`src/hdl/sdt_pkg.sv`:
```
// shared types and constants for the seen device table
`default_nettype none
package sdt_pkg;

  localparam int unsigned EntryCountDef = 24;
  localparam int unsigned SlotW         = 5;
  localparam logic [31:0] WindowMin     = 32'd1000;
  localparam logic [31:0] WindowMax     = 32'd60000;

  localparam logic [1:0] CmdAdvert = 2'd0;
  localparam logic [1:0] CmdStart  = 2'd1;
  localparam logic [1:0] CmdRead   = 2'd2;

  typedef struct packed {
    logic [1:0]        command;
    logic [31:0]       now_time;
    logic [47:0]       device_address;
    logic [7:0]        address_kind;
    logic signed [7:0] signal_strength;
    logic [31:0]       window_length;
    logic [4:0]        read_index;
  } req_t;

  typedef struct packed {
    logic              accepted;
    logic              matched;
    logic [4:0]        written_slot;
    logic              entry_used;
    logic [47:0]       entry_address;
    logic [7:0]        entry_kind;
    logic signed [7:0] entry_strength;
    logic [31:0]       entry_last_seen;
  } rsp_t;

  typedef struct packed {
    logic              used;
    logic [47:0]       address;
    logic [7:0]        kind;
    logic signed [7:0] strength;
    logic [31:0]       seen;
  } entry_t;

  typedef struct packed {
    logic shift;
    logic clear;
  } cell_ctl_t;

endpackage
`default_nettype wire

```
`src/hdl/sdt_cell.sv`:
```
// one table entry of the circulating chain
`default_nettype none
module sdt_cell
  import sdt_pkg::*;
(
  input  wire logic      clk_i,
  input  wire logic      rst_ni,
  input  wire cell_ctl_t ctl_i,
  input  wire entry_t    entry_i,
  output entry_t         entry_o
);

  entry_t entry_q, entry_d;

  always_comb begin
    entry_d = entry_q;
    if (ctl_i.clear) begin
      entry_d = '0;
    end else if (ctl_i.shift) begin
      entry_d = entry_i;
    end
  end

  always_ff @(posedge clk_i or negedge rst_ni) begin
    if (!rst_ni) begin
      entry_q <= '0;
    end else begin
      entry_q <= entry_d;
    end
  end

  assign entry_o = entry_q;

endmodule
`default_nettype wire

```
`src/hdl/seen_device_table_lru.sv`:
```
// top level: controller and the chain of table cells
// The table is a ring of ENTRY_COUNT cells that rotates one place per cycle
// while an operation runs; the controller looks only at the head cell and
// feeds the tail. An advertisement is launched, makes one rotation to search
// for a match, a free entry and the oldest entry and one rotation to write
// the chosen entry, and is then posted; a read is launched, makes one rotation
// and is posted. A start command, an unknown command, an advertisement
// outside the learning window or a read beyond the table is answered from
// the idle state. Items are taken one at a time; a result left waiting in
// the output register holds off the next item until it has been taken.
`default_nettype none
module seen_device_table_lru
  import sdt_pkg::*;
#(
  parameter int unsigned ENTRY_COUNT = EntryCountDef
) (
  input  wire logic clk_i,
  input  wire logic rst_ni,
  input  wire logic in_valid_i,
  output logic      in_stall_o,
  input  wire req_t in_data_i,
  output logic      out_valid_o,
  input  wire logic out_stall_i,
  output rsp_t      out_data_o
);

  localparam int unsigned IW = (ENTRY_COUNT > 1) ? $clog2(ENTRY_COUNT) : 1;
  localparam int unsigned CW = (IW + 1 > SlotW) ? IW + 1 : SlotW;
  localparam logic [IW-1:0] LastIdx = IW'(ENTRY_COUNT - 1);

  localparam logic [2:0] StIdle  = 3'd0;
  localparam logic [2:0] StScan  = 3'd1;
  localparam logic [2:0] StWrite = 3'd2;
  localparam logic [2:0] StRead  = 3'd3;
  localparam logic [2:0] StFin   = 3'd4;

  logic [2:0]    state_q, state_d;
  logic [IW-1:0] cnt_q, cnt_d;
  req_t          req_q, req_d;
  logic [31:0]   dl_q, dl_d;
  logic          hit_q, hit_d;
  logic          free_ok_q, free_ok_d;
  logic [IW-1:0] free_q, free_d;
  logic [IW-1:0] old_q, old_d;
  logic [31:0]   old_time_q, old_time_d;
  logic [IW-1:0] slot_q, slot_d;
  entry_t        rd_q, rd_d;
  logic          out_valid_q, out_valid_d;
  rsp_t          out_q, out_d;

  cell_ctl_t     ctl;
  entry_t        chain [ENTRY_COUNT];
  entry_t        head, tail, fresh;

  logic          accept, out_block, in_range, in_window;
  logic [31:0]   dur;
  logic [32:0]   dl_sum;

  assign head       = chain[0];
  assign out_block  = out_valid_q && out_stall_i;
  assign in_stall_o = (state_q != StIdle) || out_block;
  assign accept     = in_valid_i && !in_stall_o;
  assign in_range   = CW'(in_data_i.read_index) < CW'(ENTRY_COUNT);
  assign in_window  = in_data_i.now_time < dl_q;

  always_comb begin
    dur = in_data_i.window_length;
    if (dur < WindowMin) dur = WindowMin;
    if (dur > WindowMax) dur = WindowMax;
    dl_sum = {1'b0, in_data_i.now_time} + {1'b0, dur};
  end

  always_comb begin
    fresh.used     = 1'b1;
    fresh.address  = req_q.device_address;
    fresh.kind     = req_q.address_kind;
    fresh.strength = req_q.signal_strength;
    fresh.seen     = req_q.now_time;
    tail = head;
    if (state_q == StWrite && cnt_q == slot_q) tail = fresh;
  end

  always_comb begin
    state_d     = state_q;
    cnt_d       = cnt_q;
    req_d       = req_q;
    dl_d        = dl_q;
    hit_d       = hit_q;
    free_ok_d   = free_ok_q;
    free_d      = free_q;
    old_d       = old_q;
    old_time_d  = old_time_q;
    slot_d      = slot_q;
    rd_d        = rd_q;
    out_valid_d = out_valid_q && out_stall_i;
    out_d       = out_q;
    ctl.shift   = 1'b0;
    ctl.clear   = 1'b0;

    unique case (state_q)
      StIdle: begin
        if (accept) begin
          req_d     = in_data_i;
          cnt_d     = '0;
          hit_d     = 1'b0;
          free_ok_d = 1'b0;
          rd_d      = '0;
          out_d     = '0;
          unique case (in_data_i.command)
            CmdAdvert: begin
              if (in_window) begin
                state_d = StScan;
              end else begin
                out_valid_d = 1'b1;
              end
            end
            CmdStart: begin
              ctl.clear      = 1'b1;
              dl_d           = dl_sum[32] ? 32'hFFFF_FFFF : dl_sum[31:0];
              out_d.accepted = 1'b1;
              out_valid_d    = 1'b1;
            end
            CmdRead: begin
              if (in_range) begin
                state_d = StRead;
              end else begin
                out_valid_d = 1'b1;
              end
            end
            default: begin
              out_valid_d = 1'b1;
            end
          endcase
        end
      end
      StScan: begin
        ctl.shift = 1'b1;
        cnt_d     = cnt_q + 1'b1;
        if (!hit_q) begin
          if (head.used && head.address == req_q.device_address) begin
            hit_d  = 1'b1;
            slot_d = cnt_q;
          end else begin
            if (!head.used && !free_ok_q) begin
              free_ok_d = 1'b1;
              free_d    = cnt_q;
            end
            if (cnt_q == '0 || head.seen < old_time_q) begin
              old_d      = cnt_q;
              old_time_d = head.seen;
            end
          end
        end
        if (cnt_q == LastIdx) begin
          cnt_d   = '0;
          state_d = StWrite;
          if (!hit_d) slot_d = free_ok_d ? free_d : old_d;
        end
      end
      StWrite: begin
        ctl.shift = 1'b1;
        cnt_d     = cnt_q + 1'b1;
        if (cnt_q == LastIdx) begin
          cnt_d   = '0;
          state_d = StFin;
        end
      end
      StRead: begin
        ctl.shift = 1'b1;
        cnt_d     = cnt_q + 1'b1;
        if (cnt_q == IW'(req_q.read_index)) rd_d = head;
        if (cnt_q == LastIdx) begin
          cnt_d   = '0;
          state_d = StFin;
        end
      end
      StFin: begin
        if (!out_block) begin
          out_d = '0;
          if (req_q.command == CmdAdvert) begin
            out_d.accepted     = 1'b1;
            out_d.matched      = hit_q;
            out_d.written_slot = SlotW'(slot_q);
          end else begin
            out_d.entry_used      = rd_q.used;
            out_d.entry_address   = rd_q.address;
            out_d.entry_kind      = rd_q.kind;
            out_d.entry_strength  = rd_q.strength;
            out_d.entry_last_seen = rd_q.seen;
          end
          out_valid_d = 1'b1;
          state_d     = StIdle;
        end
      end
      default: begin
        state_d = StIdle;
      end
    endcase
  end

  always_ff @(posedge clk_i or negedge rst_ni) begin
    if (!rst_ni) begin
      state_q     <= StIdle;
      cnt_q       <= '0;
      dl_q        <= '0;
      hit_q       <= 1'b0;
      free_ok_q   <= 1'b0;
      out_valid_q <= 1'b0;
    end else begin
      state_q     <= state_d;
      cnt_q       <= cnt_d;
      dl_q        <= dl_d;
      hit_q       <= hit_d;
      free_ok_q   <= free_ok_d;
      out_valid_q <= out_valid_d;
    end
  end

  always_ff @(posedge clk_i) begin
    req_q      <= req_d;
    free_q     <= free_d;
    old_q      <= old_d;
    old_time_q <= old_time_d;
    slot_q     <= slot_d;
    rd_q       <= rd_d;
    out_q      <= out_d;
  end

  // ring: each cell takes from its upper neighbour, the last from the tail feed
  for (genvar g = 0; g < ENTRY_COUNT; g++) begin : g_cell
    entry_t nb;
    if (g == ENTRY_COUNT - 1) begin : g_tail
      assign nb = tail;
    end else begin : g_mid
      assign nb = chain[g+1];
    end
    sdt_cell u_cell (
      .clk_i   (clk_i),
      .rst_ni  (rst_ni),
      .ctl_i   (ctl),
      .entry_i (nb),
      .entry_o (chain[g])
    );
  end

  assign out_valid_o = out_valid_q;
  assign out_data_o  = out_q;

  a_accept_progress: assert property (@(posedge clk_i) disable iff (!rst_ni)
    accept |=> (state_q != StIdle) || out_valid_q)
    else $error("accepted transaction produced neither work nor result");

  a_write_slot_range: assert property (@(posedge clk_i) disable iff (!rst_ni)
    (state_q == StWrite) |-> (CW'(slot_q) < CW'(ENTRY_COUNT)))
    else $error("write slot beyond table");

  a_hit_holds: assert property (@(posedge clk_i) disable iff (!rst_ni)
    (state_q == StScan && hit_q) |=> hit_q && $stable(slot_q))
    else $error("match lost during search");

endmodule
`default_nettype wire
```
`config.mk`:
```
export PLATFORM = sky130hd
export DESIGN_NAME = seen_device_table_lru
export DESIGN_NICKNAME = d
export VERILOG_FILES = /design/src/hdl/sdt_pkg.sv /design/src/hdl/sdt_cell.sv /design/src/hdl/seen_device_table_lru.sv
export SDC_FILE = /design/constraint.sdc
export NUM_CORES = 2
export LEC_CHECK = 0
export BUFFER_PORTS_ARGS = -buffer_cell sky130_fd_sc_hd__buf_2
export CAP_MARGIN = 20
export CORE_ASPECT_RATIO = 1.4
export CORE_MARGIN = 4
export CORE_UTILIZATION = 51
export CTS_CLUSTER_DIAMETER = 60
export CTS_CLUSTER_SIZE = 25
export DETAILED_ROUTE_END_ITERATION = 7
export GPL_ROUTABILITY_DRIVEN = 1
export PLACE_DENSITY = 0.67
export SLEW_MARGIN = 20
export SYNTH_ARGS = -nofsm -noshare
export SYNTH_HDL_FRONTEND = slang
export SYNTH_HIERARCHICAL = 1
export SYNTH_SLANG_ARGS = --single-unit
```
`constraint.sdc`:
```
create_clock -name clk_i -period 34.9 [get_ports clk_i]
set_input_delay 3.49 -clock clk_i [delete_from_list [all_inputs] [get_ports clk_i]]
set_output_delay 3.49 -clock clk_i [all_outputs]
set_load 0.05 [all_outputs]
```
# [Word level (Yosys, flattened, before mapping)]
# Cells that the tools add are included.
[op_classes] n_eq_ne=18 muxes=101 reduce_logical=30 bitwise=2 addsub=2 order_cmp=5
[op_table] op="97-bit 2-to-1 mux" count=52
[op_table] op="104-bit 2-to-1 mux" count=2
[op_table] op="104-bit case mux with 2 select lines" count=1
[op_table] op="97-bit case mux with 2 select lines" count=1
[op_table] op="32-bit 2-to-1 mux" count=3
[op_table] op="5-bit 2-to-1 mux" count=13
[op_table] op="32-bit less-than comparator" count=2
[op_table] op="48-bit equality test" count=1
[op_table] op="32-bit by 32-bit adder with 33-bit output" count=1
[op_table] op="32-bit by 16-bit > comparator with 1-bit output (second input constant)" count=1
[op_table] op="32-bit by 10-bit less-than comparator with 1-bit output (second input constant)" count=1
[op_table] op="3-bit 2-to-1 mux" count=6
[op_table] op="1-bit 2-to-1 mux" count=15
[op_table] op="3-bit case mux with 4 select lines" count=1
[op_table] op="5-bit equality test" count=2
[op_table] op="5-bit case mux with 2 select lines" count=1
[op_table] op="2-bit nonzero test" count=5
[op_table] op="3-bit AND reduction" count=3
[op_table] op="2-bit inequality test (second input constant)" count=4
[op_table] op="1-bit case mux with 2 select lines" count=4
[op_table] op="7-bit 2-to-1 mux" count=1
[op_table] op="7-bit AND reduction" count=1
[op_table] op="3-bit by 2-bit equality test with 1-bit output (second input constant)" count=2
[op_table] op="3-bit inequality test (second input constant)" count=2
[op_table] op="22 further kinds" count=33
[totals] inputBits=139 reg_bits=2722 word_cells=307

# [Longest topological paths before layout]
[logic_depth] word_depth=9 mapped_depth=19

# [Hierarchy]
# Netlist, hierarchy kept.
[by_module_without_submodules] mod="sdt_cell" area_each_um2=3921.3 instances=24 cells_per_inst=313
[by_module_without_submodules] mod="seen_device_table_lru" area_each_um2=19379.8 instances=1 cells_per_inst=1477

# [Worst setup path after synthesis]
# No wires, ideal clock.
[synth_timing] kind="flip-flop to flip-flop" from="register state_q[0]" to="register rd_q[0] in the netlist's numbering, enable pin" t_required_ps=34084 t_arrival_ps=11114 setup_time_ps=816 path_stages_with_launch=7 synth_period_minus_slack_ps=11930 setup_slack_ps=22970 path_buffers=2 cell_sequence="dfrtp_1 clkbuf_1 inv_1 nor2_1 clkbuf_1 nand3_1 o41ai_1"
[synth_via] elab_chain_len=6 elab_cells_between_ends=10 cone_classes="eq/ne: 3; reduce/logical: 7"
[synth_rtl] item="start, declared" line="seen_device_table_lru.sv:37" text="logic [2:0] state_q, state_d;"
[synth_rtl] item="start signal, assigned" line="seen_device_table_lru.sv:203" text="state_q <= StIdle;"
[synth_rtl] item="start signal, assigned" line="seen_device_table_lru.sv:210" text="state_q <= state_d;"
[synth_rtl] item="3-bit nonzero test" line="seen_device_table_lru.sv:61" text="assign in_stall_o = (state_q != StIdle) || out_block;"
[synth_rtl] item="1-bit logical OR" line="seen_device_table_lru.sv:61"
[synth_rtl] item="1-bit zero test" line="seen_device_table_lru.sv:62" text="assign accept = in_valid_i && !in_stall_o;"
[synth_rtl] item="1-bit logical AND" line="seen_device_table_lru.sv:62"
[synth_rtl] item="2-bit inequality test (no source line)"
[synth_rtl] item="3-bit AND reduction (no source line) *"
[synth_rtl] item="end signal, assigned" line="seen_device_table_lru.sv:225" text="rd_q <= rd_d;"
[synth_rtl] item="end, declared" line="seen_device_table_lru.sv:47" text="entry_t rd_q, rd_d;"
# Every way passes the cells marked *; elsewhere a longest branch is shown, timed or not.
# A chain may end at the register's enable or synchronous reset.

==> summary.md <==
| Metric | Value |
|---|---|
| Outcome | `finished clean` |
| Fill cells | `18,733` |
| Synth Area in Compound Gates | `1.47%` |
| Nets | `9,157` |
| Clk buf depth | `4` |
| Min Tclk post-route | `9460 ps` |
| Fin. Hold Viols | `0` |
| Met1 GRT Util | `25.5%` |
| Detail Route Antenna Nets | `0` |
| RSZ-0062 raised after global routing | `false` |
| Max Cap Viol | `0` |
| Chip height | `566 um` |
| Final clock skew | `66.8 ps` |
| Die width | `407 um` |
| Initial core utilization | `51.3%` |
| Worst setup margin | `25,440 ps` |
| Num CTS Buffers | `155` |
| I/O pin count | `245` |
| Critical Path AT | `10,090 ps` |
| WP buf/inv | `8` |
| Clk Latency, worst-skew pair | `830 ps` |
| Asr flop ratio synth | `87.1%` |
| Max FO, Critical Path | `199` |
| Critical Path Slowest Stage Cell | `buf_4` |
| Post-Synth Simple-Gate Area | `9.78%` |
| Synth Cell Area | `113,000 um^2` |
| Met3 Usage GRT | `2.16%` |
| Layout cells sized above 1 | `7.87%` |
| CP endpoint kind | `flip-flop` |
| H-tree Lvls | `4` |
| Postcts setup bufs | `0` |
| EDFF count, synth | `351` |
| Post-CTS Hold Fix Bufs | `0` |
| Most frequent CP cell | `buf_4` |
| Slew @ Worst Pin | `1120 ps` |
| Synth Instances | `8,989` |
| Number of global-route vias before repair | `63,477` |
| Final period utilization | `27.1%` |
| Area delta synth->final | `6.12%` |
| Die area | `230,000 um^2` |
| Cell Pwr Density | `88.0 nW/um^2` |
| Most frequent cells in the layout | `2,371 x dfrtp_1, 2,366 x nor2_1, 2,328 x mux2i_1, 351 x edfxtp_1, 243 x buf_2` |
| Core Area | `221,000 um^2` |
| Met2 Usage GRT | `31.3%` |
| WHS | `491 ps` |
| Startpoint Class | `primary input` |
| Largest delay contributor family on the critical path | `buffers and inverters` |
| Reg clk slew, reported paths | `100 ps` |
| Sequential area share after synthesis | `61.6%` |
| Port Buf Inserts | `244` |
| Post-placement cell count | `11,643` |
| Vias post-DR | `62,932` |
| First-pass GRT wire length | `349,000 um` |
| Max Slew Vio Count | `0` |
| DRC errors left | `0` |
| Root Buffer | `clkbuf_16` |
| Post-place setup slack | `24,720 ps` |
| Largest family of logic cells by synthesized area | `multiplexers` |
| Final core utilization | `54.5%` |
| Most Crowded Layer GR | `met2` |
| Relative slew margins | `25.5%` |
| HPWL after DPL | `134,000 um` |
| XOR/XNOR share of the synthesized area | `0.664%` |
| Tightest Hold Check Type | `reg -> reg` |
| Fin cells | `11,909` |
| Dominant cells by area after synthesis | `dfrtp_1 52%, mux2i_1 21%, edfxtp_1 9.3%, nor2_1 7.8%, buf_4 1.3%` |
| CTS Sinks | `2,722` |
| CTS resizes | `0` |
| Final setup viols | `0` |
| Crit path largest cell delay | `900 ps` |
| Crit path kind | `in -> reg` |
| Final GP Congestion | `0.873` |
| Yosys top cell by area | `dfrtp_1` |
| Starting DRC count in detailed routing | `4,979` |
| Largest net degree at the start of global routing | `268` |
| Multiplexer share of the synthesized area | `21.6%` |
| Most common cell after layout, fill and taps aside | `dfrtp_1` |
| Gr ovfl total | `0` |
| Via density | `5.28` |
| Synth warn | `6` |
| Initial antenna violation count | `17` |
| Required @ worst endpoint | `35,540 ps` |
| Distinct cells, synth | `76` |
| Post-synthesis register bit count | `2,722` |
| Lkg Pwr | `69.5 nW` |
| Max frequency | `106 MHz` |
| Avg Inst Size Synth | `12.6 um^2` |
| First-pass DRT Iterations | `6` |
| Row count | `204` |
| CTS tree | `yes` |
| Detailed Route WL | `214,000 um` |
| Setup tns final | `0 ps` |
| Cells along the critical path | `buf_2, a2111oi_1, nand2_1, or2_1, buf_4, inv_8, buf_12, buf_4, buf_4, buf_4, buf_4, nor2_1` |
| Post-synthesis adder-cell area fraction | `1.08%` |
| Top cell type's share of synthesized area | `52.3%` |
| Max VDD drop | `0.0602 mV` |
| Global Route Usage Sum | `18.4%` |
| WL per Instance | `18.0 um` |
| Primary FF master, synth | `dfrtp_1` |
-- flip-flops by register name, summed over array words and instances, names as in the netlist --
name                   flops
g_cell.u_cell/entry_o   2328
out_data_o               104
rd_q                      97
fresh                     96
dl_q                      32
old_time_q                32
req_q                      7
cnt_q                      5
free_q                     5
old_q                      5
slot_q                     5
state_q                    3
free_ok_q                  1
hit_q                      1
out_valid_o                1
-- metrics by stage --
stage,power (W),cell area [um^2]
2_1_floorplan,0.00801,114000
3_3_place_gp,0.00855,115000
3_5_place_dp,0.00871,115000
4_1_cts,0.0107,120000
5_1_grt,0.0114,120000
6_report,0.0106,120000
-- per-layer routing --
metal  up-vias  wire length [um]
li1      30077                 -
met1     31840             95400
met2       752            107000
met3       259              7060
met4         4              4580
met5         -                27
-- report_power, final --
part	switching [W]	leakage [nW]	total, W	internal [W]
Clock	0.00108	2.42	0.00200	0.000926
Combinational	0.00172	32.6	0.00321	0.00149
Sequential	0.000800	34.4	0.00538	0.00458
Total	0.00360	69.5	0.0106	0.00700
-- logic make-up after synthesis --
kind of cell | Yosys count
other | 1
muxes | 2434
DFF | 2722
xor gates and xnor gates | 86
adders and majority gates | 97
buffers and inverters | 672
AOI/OAI and AO/OA | 244
and+or+nand+nor | 2733
-- synthesized netlist by cell type, types with 16 or more instances --
master and n:
and2_1 201, mux2_2 105, edfxtp_1 351, clkbuf_1 262
mux2i_1 2328, o21ai_0 38, inv_1 89, nand2_1 39
xnor2_1 44, nand2b_1 16, a21oi_1 56, nand4_1 19
a22oi_1 25, a21o_1 33, buf_4 192, nor4_1 17
nor2_1 2369, nand3_1 21, ha_1 96, dfrtp_1 2371
buf_2 31, buf_8 96, xor2_1 42
-- path summary, 6_finish.rpt --
path / cells past startpoint / endpoint / slack, ps / start
worst max-delay path: 12 / g_cell[16].u_cell/entry_o[52] / 25440 / out_stall_i
worst min-delay path: 2 / g_cell[18].u_cell/entry_o[13] / 490 / g_cell[19].u_cell/entry_o[13]
worst max register to register: 12 / g_cell[11].u_cell/entry_o[70] / 25750 / state_q[0]
worst min register to register: 2 / g_cell[18].u_cell/entry_o[13] / 490 / g_cell[19].u_cell/entry_o[13]
max in group asynchronous: 7 / g_cell[12].u_cell/entry_o[65] / 27150 / rst_ni
min in group asynchronous: 1 / g_cell[13].u_cell/entry_o[35] / 2720 / rst_ni
-- worst min-delay path, delay by kind of cell (launching register included) --
| kind | cells | cell delay (ps) |
|---|---|---|
| mux | 1 | 70 |
| simple gates | 1 | 70 |
| flops | 1 | 350 |
-- layout make-up --
type	instances	area, um^2	area share, %
timing repair buffer	343	2270	1.88
antenna	2	5.00	0.00416
inverter	89	344	0.286
clock buffer	188	4140	3.43
tap	2884	3610	3.00
clock inverter	71	862	0.716
multi-input combinational	5610	39300	32.7
sequential	2722	69900	58.0
Power figures use the tool's default switching activity.
